File: src/rtl/core/sha1_pkg.sv
// shared types, constants and round functions for the sha-1 hash engine
// used by sha1_core and sha1_hash_engine; no dependencies
`timescale 1ns / 1ps

package sha1_pkg;

    typedef logic [4:0][31:0]  t_chain;
    typedef logic [15:0][31:0] t_block;

    // initial chaining value, word 0 in the lowest slot
    localparam t_chain SHA1_IV = {32'hC3D2E1F0, 32'h10325476, 32'h98BADCFE,
                                  32'hEFCDAB89, 32'h67452301};

    localparam logic [31:0] SHA1_K0 = 32'h5A827999;
    localparam logic [31:0] SHA1_K1 = 32'h6ED9EBA1;
    localparam logic [31:0] SHA1_K2 = 32'h8F1BBCDC;
    localparam logic [31:0] SHA1_K3 = 32'hCA62C1D6;

    localparam logic [6:0] ROUND_LAST    = 7'd79;
    localparam logic [7:0] PAD_BYTE      = 8'h80;
    localparam logic [5:0] BLOCK_LAST    = 6'd63;
    localparam logic [6:0] PAD_LEN_POS   = 7'd56;
    localparam logic [6:0] PAD_BLOCK_END = 7'd64;
    localparam logic [2:0] WORD_LAST     = 3'd4;

    typedef enum logic [2:0] {
        S_IDLE,
        S_PAD,
        S_LOAD,
        S_COMP,
        S_OUT
    } t_state;

    typedef enum logic [1:0] {
        C_IDLE,
        C_ROUND,
        C_ADD
    } t_core_state;

    typedef struct packed {
        logic start;
        logic reinit;
    } t_core_ctl;

    function automatic logic [31:0] sha1_f(input logic [6:0] round,
                                           input logic [31:0] b,
                                           input logic [31:0] c,
                                           input logic [31:0] d);
        logic [31:0] f;
        if (round < 7'd20) begin
            f = d ^ (b & (c ^ d));
        end else if (round < 7'd40) begin
            f = b ^ c ^ d;
        end else if (round < 7'd60) begin
            f = (b & c) | (d & (b | c));
        end else begin
            f = b ^ c ^ d;
        end
        return f;
    endfunction

    function automatic logic [31:0] sha1_k(input logic [6:0] round);
        logic [31:0] k;
        if (round < 7'd20) begin
            k = SHA1_K0;
        end else if (round < 7'd40) begin
            k = SHA1_K1;
        end else if (round < 7'd60) begin
            k = SHA1_K2;
        end else begin
            k = SHA1_K3;
        end
        return k;
    endfunction

endpackage

File: src/rtl/core/sha1_core.sv
// sha-1 compression unit: one round per cycle over a rolling 16-word schedule
// holds the chaining value; depends on sha1_pkg
`timescale 1ns / 1ps

module sha1_core import sha1_pkg::*; (
    input  logic      i_clk,
    input  logic      i_rst_n,
    input  t_core_ctl i_ctl,
    input  t_block    i_block,
    output t_chain    o_digest,
    output logic      o_done
);

    t_core_state r_state, n_state;
    t_chain      r_h;
    t_block      r_w;
    logic [31:0] r_a, r_b, r_c, r_d, r_e;
    logic [6:0]  r_round;

    logic [31:0] w_sched_x;
    logic [31:0] w_sched_new;
    logic [31:0] w_t;

    // window holds w[t..t+15]; the next word is formed from the same window
    assign w_sched_x   = r_w[13] ^ r_w[8] ^ r_w[2] ^ r_w[0];
    assign w_sched_new = {w_sched_x[30:0], w_sched_x[31]};
    assign w_t = {r_a[26:0], r_a[31:27]} + sha1_f(r_round, r_b, r_c, r_d)
               + r_e + sha1_k(r_round) + r_w[0];

    always_comb begin
        n_state = r_state;
        case (r_state)
            C_IDLE: begin
                if (i_ctl.start) begin
                    n_state = C_ROUND;
                end
            end
            C_ROUND: begin
                if (r_round == ROUND_LAST) begin
                    n_state = C_ADD;
                end
            end
            C_ADD: begin
                n_state = C_IDLE;
            end
            default: begin
                n_state = C_IDLE;
            end
        endcase
    end

    always_comb begin
        o_done   = (r_state == C_ADD);
        o_digest = r_h;
    end

    always_ff @(posedge i_clk) begin
        if (!i_rst_n) begin
            r_state <= C_IDLE;
            r_h     <= SHA1_IV;
            r_round <= '0;
        end else begin
            r_state <= n_state;
            case (r_state)
                C_IDLE: begin
                    if (i_ctl.start) begin
                        r_w     <= i_block;
                        r_a     <= r_h[0];
                        r_b     <= r_h[1];
                        r_c     <= r_h[2];
                        r_d     <= r_h[3];
                        r_e     <= r_h[4];
                        r_round <= '0;
                    end else if (i_ctl.reinit) begin
                        r_h <= SHA1_IV;
                    end
                end
                C_ROUND: begin
                    r_a       <= w_t;
                    r_b       <= r_a;
                    r_c       <= {r_b[1:0], r_b[31:2]};
                    r_d       <= r_c;
                    r_e       <= r_d;
                    r_w[14:0] <= r_w[15:1];
                    r_w[15]   <= w_sched_new;
                    r_round   <= (r_round == ROUND_LAST) ? '0 : r_round + 7'd1;
                end
                C_ADD: begin
                    r_h[0] <= r_h[0] + r_a;
                    r_h[1] <= r_h[1] + r_b;
                    r_h[2] <= r_h[2] + r_c;
                    r_h[3] <= r_h[3] + r_d;
                    r_h[4] <= r_h[4] + r_e;
                end
                default: begin
                    r_round <= '0;
                end
            endcase
        end
    end

endmodule

File: src/rtl/core/sha1_hash_engine.sv
// sha-1 over a byte stream: bytes are absorbed while idle; every 64th byte
// then starts a compression (schedule load, 80 rounds, chain add)
// finalize: zero padding one byte per cycle, one or two compressions, then
// five digest transfers, one per cycle while m_axis_tready is high
// reset (synchronous, active low) restores the initial vector and clears the count
// depends on sha1_pkg and sha1_core
`timescale 1ns / 1ps

module sha1_hash_engine import sha1_pkg::*; (
    input  logic        i_clk,
    input  logic        i_rst_n,
    input  logic        s_axis_tvalid,
    output logic        s_axis_tready,
    input  logic [7:0]  s_axis_tdata,   // data_byte
    input  logic [0:0]  s_axis_tuser,   // action (1 = finalize)
    output logic        m_axis_tvalid,
    input  logic        m_axis_tready,
    output logic [31:0] m_axis_tdata,   // digest_word
    output logic [2:0]  m_axis_tuser,   // word_index
    output logic        m_axis_tlast    // last_word
);

    t_state      r_state, n_state;
    t_state      r_ret;
    t_block      r_buf;
    logic [63:0] r_cnt;
    logic [6:0]  r_ppos;
    logic [2:0]  r_oidx;

    t_core_ctl   w_ctl;
    t_chain      w_digest;
    logic        w_done;
    logic        w_in_xfer;
    logic        w_out_xfer;
    logic        w_we;
    logic [5:0]  w_pos;
    logic [7:0]  w_byte;
    logic [4:0]  w_shift;
    logic [5:0]  w_cur_pos;

    assign w_cur_pos  = r_cnt[8:3];
    assign w_in_xfer  = s_axis_tvalid && s_axis_tready;
    assign w_out_xfer = m_axis_tvalid && m_axis_tready;
    // big-endian byte lane within the word
    assign w_shift    = {~w_pos[1:0], 3'b000};

    sha1_core u_core (
        .i_clk    (i_clk),
        .i_rst_n  (i_rst_n),
        .i_ctl    (w_ctl),
        .i_block  (r_buf),
        .o_digest (w_digest),
        .o_done   (w_done)
    );

    always_comb begin
        n_state = r_state;
        case (r_state)
            S_IDLE: begin
                if (w_in_xfer) begin
                    if (s_axis_tuser[0]) begin
                        n_state = S_PAD;
                    end else if (w_cur_pos == BLOCK_LAST) begin
                        n_state = S_LOAD;
                    end
                end
            end
            S_PAD: begin
                if (r_ppos == PAD_BLOCK_END || r_ppos == PAD_LEN_POS) begin
                    n_state = S_LOAD;
                end
            end
            S_LOAD: begin
                n_state = S_COMP;
            end
            S_COMP: begin
                if (w_done) begin
                    n_state = r_ret;
                end
            end
            S_OUT: begin
                if (w_out_xfer && r_oidx == WORD_LAST) begin
                    n_state = S_IDLE;
                end
            end
            default: begin
                n_state = S_IDLE;
            end
        endcase
    end

    always_comb begin
        s_axis_tready = 1'b0;
        m_axis_tvalid = 1'b0;
        w_ctl         = '0;
        w_we          = 1'b0;
        w_pos         = w_cur_pos;
        w_byte        = s_axis_tdata;
        case (r_state)
            S_IDLE: begin
                s_axis_tready = 1'b1;
                w_we          = w_in_xfer;
                w_byte        = s_axis_tuser[0] ? PAD_BYTE : s_axis_tdata;
            end
            S_PAD: begin
                w_pos  = r_ppos[5:0];
                w_byte = '0;
                w_we   = (r_ppos != PAD_BLOCK_END) && (r_ppos != PAD_LEN_POS);
            end
            S_LOAD: begin
                w_ctl.start = 1'b1;
            end
            S_OUT: begin
                m_axis_tvalid = 1'b1;
                w_ctl.reinit  = w_out_xfer && (r_oidx == WORD_LAST);
            end
            default: begin
                w_we = 1'b0;
            end
        endcase
    end

    assign m_axis_tdata = w_digest[r_oidx];
    assign m_axis_tuser = r_oidx;
    assign m_axis_tlast = (r_oidx == WORD_LAST);

    always_ff @(posedge i_clk) begin
        if (w_we) begin
            r_buf[w_pos[5:2]][w_shift +: 8] <= w_byte;
        end
        if (r_state == S_PAD && r_ppos == PAD_LEN_POS) begin
            r_buf[14] <= r_cnt[63:32];
            r_buf[15] <= r_cnt[31:0];
        end
    end

    always_ff @(posedge i_clk) begin
        if (!i_rst_n) begin
            r_state <= S_IDLE;
            r_ret   <= S_IDLE;
            r_cnt   <= '0;
            r_ppos  <= '0;
            r_oidx  <= '0;
        end else begin
            r_state <= n_state;
            case (r_state)
                S_IDLE: begin
                    if (w_in_xfer) begin
                        if (s_axis_tuser[0]) begin
                            r_ppos <= {1'b0, w_cur_pos} + 7'd1;
                        end else begin
                            r_cnt <= r_cnt + 64'd8;
                            r_ret <= S_IDLE;
                        end
                    end
                end
                S_PAD: begin
                    if (r_ppos == PAD_BLOCK_END) begin
                        // padding spilled over: compress, then a fresh zero block
                        r_ppos <= '0;
                        r_ret  <= S_PAD;
                    end else if (r_ppos == PAD_LEN_POS) begin
                        r_ret <= S_OUT;
                    end else begin
                        r_ppos <= r_ppos + 7'd1;
                    end
                end
                S_OUT: begin
                    if (w_out_xfer) begin
                        if (r_oidx == WORD_LAST) begin
                            r_oidx <= '0;
                            r_cnt  <= '0;
                        end else begin
                            r_oidx <= r_oidx + 3'd1;
                        end
                    end
                end
                default: begin
                    r_oidx <= r_oidx;
                end
            endcase
        end
    end

endmodule
File: config.mk
export PLATFORM = sky130hd
export DESIGN_NAME = sha1_hash_engine
export DESIGN_NICKNAME = d
export VERILOG_FILES = /design/src/rtl/core/sha1_pkg.sv /design/src/rtl/core/sha1_core.sv /design/src/rtl/core/sha1_hash_engine.sv
export SDC_FILE = /design/constraint.sdc
export NUM_CORES = 2
export LEC_CHECK = 0
export BUFFER_PORTS_ARGS = -buffer_cell sky130_fd_sc_hd__buf_4
export CAP_MARGIN = 20
export CORE_MARGIN = 4
export CORE_UTILIZATION = 40
export DETAILED_ROUTE_END_ITERATION = 16
export PLACE_DENSITY = 0.53
export SYNTH_ARGS = -nofsm -noshare
export SYNTH_HDL_FRONTEND = slang
export SYNTH_HIERARCHICAL = 1
export SYNTH_SLANG_ARGS = --single-unit
File: constraint.sdc
create_clock -name i_clk -period 38.7 [get_ports i_clk]
set_input_delay 5.805 -clock i_clk [delete_from_list [all_inputs] [get_ports i_clk]]
set_output_delay 5.805 -clock i_clk [all_outputs]
set_load 0.05 [all_outputs]
-- Word level (Yosys, flattened, before mapping)
Index checks and enable logic that the tools add are counted.
- bits of input ports: 13
- logic and storage cells: 202
- flip-flop bits (word level): 1433
- shifts and indexed selects: 2
- reduce and logical (&&, ||, !) cells: 23
- bitwise logic cells: 14
- add/sub/neg operators: 15
- equal/unequal tests: 28
- magnitude comparators: 6
- multiplexer cells: 65
- operators with widths (cell ; count):
    512-bit two-way mux ; 2
    512-bit case mux with 2 select lines ; 1
    512-bit bitwise mux ; 1
    32-bit two-way mux ; 12
    160-bit two-way mux ; 2
    64-bit two-way mux ; 5
    160-bit case mux with 2 select lines ; 1
    32-bit case mux with 2 select lines ; 5
    32-bit adder ; 9
    32-bit XOR ; 7
    32-bit demux with 4-bit select ; 1
    64-bit case mux with 2 select lines ; 1
    32-bit AND ; 3
    32-bit binary-select mux with 3-bit select ; 1
    64-bit by 4-bit adder with 64-bit output (second input constant) ; 1
    32-bit OR ; 2
    7-bit two-way mux ; 6
    3-bit two-way mux ; 11
    8-bit by 7-bit variable shift with 32-bit output (first input constant) ; 1
    8-bit by 7-bit variable part select with 32-bit output ; 1
    31-bit two-way mux ; 1
    7-bit case mux with 3 select lines ; 1
    2-bit != test (second input constant) ; 8
    8-bit case mux with 2 select lines ; 1
    43 further kinds ; 69

-- Logic depth before layout (Yosys ltp)
- depth after elaboration: 11
- gate-level depth with buffers: 24
- depth with buffers taken out: 22

-- By module
The synthesis kept the hierarchy.
- by module, submodules not included (module ; cells each ; instances ; area an instance (um2) ; sequential area each (um2)):
    sha1_core ; 5163 ; 1 ; 47828.4 ; 23562.6
    sha1_hash_engine ; 1495 ; 1 ; 22427.8 ; 16896.2

-- Worst setup path before layout
Ideal clock, no wire load.
- path kind: input to register
- start point: in i_rst_n
- end point: reg u_core.r_a[0] (enable)
- arrival time: 19.146 ns
- buffers on the path: 1
- library setup time: 1.024 ns
- setup slack: 18.530 ns
- stages: 2
- cells stage by stage: clkbuf_1 o211a_1
- word-level cells in the longest chain between the ends: 1
- ends and longest elaborated chain (item ; line ; RTL):
    start: declaration ; sha1_hash_engine.sv:11 ; input logic i_rst_n,
    3-bit AND reduction (no source line) ; -- ;
    end signal: assignment ; sha1_core.sv:68 ; r_a <= r_h[0];
    end signal: assignment ; sha1_core.sv:79 ; r_a <= w_t;
    end: declaration ; sha1_core.sv:17 ; logic [31:0] r_a, r_b, r_c, r_d, r_e;
No other way between the ends.
A chain may end at the register's enable or synchronous reset.

-- Worst setup path after layout
- start point: in i_rst_n
- end point: reg u_core/r_w[56] in the netlist's numbering (enable)
- word-level cells in the longest chain between the ends: 1
- ends and longest elaborated chain (item ; line ; RTL):
    3-bit AND reduction (no source line) ; -- ;
    end signal: assignment ; sha1_core.sv:67 ; r_w <= i_block;
    end: declaration ; sha1_core.sv:16 ; t_block r_w;
No other way between the ends.

==> impl_metrics.env <==
export IMPL_clock_latency_ns=0.80
export IMPL_path_common_cell="buf_4"
export IMPL_drt_iter0_markers=4250
export IMPL_syn_num_nets=6996
export IMPL_final_core_util_pct=44.9
export IMPL_dr_pass1_iters=6
export IMPL_antenna_found_initial=4
export IMPL_end_kind="flip-flop"
export IMPL_synth_yosys_seq_area_share_pct=57.6
export IMPL_cts_sinks=1429
export IMPL_die_height_um=427
export IMPL_cts_root_buffer="clkbuf_16"
export IMPL_grt_ovfl_total=0
export IMPL_wl_mm=195
export IMPL_core_sq_mm=0.174
export IMPL_cp_slowest_cell="buf_4"
export IMPL_ys_warnings_count=6
export IMPL_syn2layout_area_growth_pct=11.3
export IMPL_path_delay_family="buffers and inverters"
export IMPL_status="completed"
export IMPL_drc=0
export IMPL_final_layout_size_suffix_gt1_share_pct=6.84
export IMPL_critPathLaunchType="input pin"
export IMPL_max_freq_mhz=111
export IMPL_cts_tree="built"
export IMPL_cts_buffer_depth=3
export IMPL_netlist_instances=6658
export IMPL_slowest_delay_ns=0.88
export IMPL_cts_buffers=158
export IMPL_rsz0062_at_grt="no"
export IMPL_syn_avg_cell_area_sq_um=10.6
export IMPL_crit_path_cell_trace="buf_4 -> o211a_4 -> buf_12 -> buf_4 -> buf_4"
export IMPL_die_w_um=427
export IMPL_final_common_cell="nand2_1"
export IMPL_gp_congestion=0.918
export IMPL_clk_pin_slew_ns=0.06
export IMPL_path_buf_inv=4
export IMPL_crit_type="in -> reg"
export IMPL_cp_data_arrival_time_ns=9.44
export IMPL_max_cap_viol_count=0
export IMPL_grt_max_degree=213
export IMPL_synth_cell_types=101
export IMPL_slew_headroom_pct=17.3
export IMPL_finalClockSkew_ns=0.0521
export IMPL_start_util_pct=40.3
export IMPL_n_fill_cell=16400
export IMPL_yosysTopAreaCell="edfxtp_1"
export IMPL_finalCritPeriodShare_pct=23.3
export IMPL_die_area_sq_mm=0.182
export IMPL_h_tree_depth=4
export IMPL_grt_pass1_wl_mm=293
export IMPL_drv_slew=0
export IMPL_dp_hpwl_mm=132
export IMPL_post_cts_repair_setup_buffers=0
export IMPL_syn_area_sq_mm=0.0703
export IMPL_hp_class="reg -> reg"
export IMPL_grt_pass1_vias=46700
export IMPL_ioPinCount=51
export IMPL_vdd_drop_max_uv=45.9
export IMPL_whs_ns=0.490
export IMPL_ys_async_sr_fraction_pct=0
export IMPL_postCtsHoldBufs=0
export IMPL_synth_top_area_share_pct=50.6
export IMPL_period_needed_ns=9.03
export IMPL_globalRouteTotalUtil_pct=21.2
export IMPL_ant_nets=0
export IMPL_worstPathRequired_ns=39.11
export IMPL_vias=48600
export IMPL_synth_flop_cell="edfxtp_1"
export IMPL_fin_nets=6975
export IMPL_cp_max_fo=175
export IMPL_pwr_density_cell_mw_per_mm2=63.0
export IMPL_port_buffers=50
export IMPL_ys_seq_elements=1429
export IMPL_wl_per_cell_um=21.5
export IMPL_viasPerCell=5.34
export IMPL_ys_top_cells_by_area="edfxtp_1, nand2_1, dfxtp_1"
export IMPL_timing_setup_tns_ns=0
export IMPL_hold_viol=0
export IMPL_p_leak_nw=30.3
export IMPL_final_cell_mix="nand2_1, edfxtp_1, nor2_1, inv_1, a21oi_1"
export IMPL_synth_edf_count=1184
export IMPL_worst_slew_pin_transition_ns=1.24
export IMPL_cts_resized=0
export IMPL_num_rows=153
export IMPL_setup_violations=0
per-stage QoR:
stage | setup slack [ns] | power, mW | area, sq um | cells
after floorplan | 18.53 | 3.14 | 70300 | 6658
after global placement | 28.85 | 3.45 | 73000 | 8797
after detailed placement | 28.82 | 3.47 | 73000 | 8798
after CTS | 29.70 | 4.97 | 78100 | 9089
after global routing | 29.50 | 5.22 | 78200 | 9095
final | 29.67 | 4.93 | 78200 | 9097
logic make-up (layout without fill, tap and decap cells):
| family | count (synthesis) | in the layout | synth area share, % |
|---|---|---|---|
| fa+ha+maj | 325 | 325 | 7.12 |
| other cells | 0 | 4 | 0 |
| mux | 76 | 76 | 1.69 |
| flops | 1429 | 1429 | 57.6 |
| xor+xnor | 263 | 263 | 3.28 |
| buf+inv | 591 | 701 | 3.24 |
| compound gates | 1030 | 1030 | 9.58 |
| simple gates | 2944 | 2944 | 17.5 |
tightest hold or removal path: cells and delay by family, from the launching register on:
family        cells  cell delay, ns
flops             1            0.32
simple gates      2            0.10
registers in the layout, indices dropped and copies added, names as in the netlist, 32 cells and up:
signal / count
u_core/r_c: 32
u_core/r_w: 512
r_buf: 512
u_core/r_d: 32
u_core/r_e: 32
r_cnt: 61
u_core/o_digest: 160
u_core/r_b: 32
u_core/r_a: 32
final timing paths:
check / from / to / slack, ns / depth (start not counted)
setup / recovery: i_rst_n / u_core/r_w[56] / 29.67 / 5
hold / removal: u_core/r_w[288] / u_core/r_w[256] / 0.49 / 2
setup reg to reg: u_core/r_round[2] / u_core/r_a[29] / 32.02 / 24
hold reg to reg: u_core/r_w[288] / u_core/r_w[256] / 0.49 / 2
synth_stat cells, types with 51 or more instances:
master / number
a21o_1: 100
o31ai_1: 51
o21ai_0: 208
fa_1: 125
clkbuf_1: 248
o22ai_1: 61
a21oi_1: 258
xnor2_1: 198
edfxtp_1: 1184
xor2_1: 65
nor2_1: 334
dfxtp_1: 245
nor2b_1: 73
nand3_1: 90
inv_1: 288
ha_1: 200
nand2_1: 2122
a22oi_1: 51
where the power goes:
group	internal (mW)	switching, mW
sequential	1.88	0.0910
combinational	0.527	0.944
clock	0.839	0.642
cell type report:
type	instances	area, sq um	share of cell area (%)
Multi-Input combinational cell	4638	27600	35.3
Timing Repair Buffer	121	995	1.27
Antenna cell	4	10.0	0.0128
Clock inverter	76	866	1.11
Sequential cell	1429	40500	51.8
Tap cell	2325	2910	3.72
Inverter	289	1080	1.39
Clock buffer	215	4240	5.42
layer usage:
layer  track usage (%)  part of all wire, %  up-vias
met5                 0                    0        -
li1                  -                    -    23200
met4              5.91                  2.6        0
met2              34.3                   47     1311
met1              29.9                   45    23800
met3              2.93                  5.6      256
(Power assumes the default switching activity.)
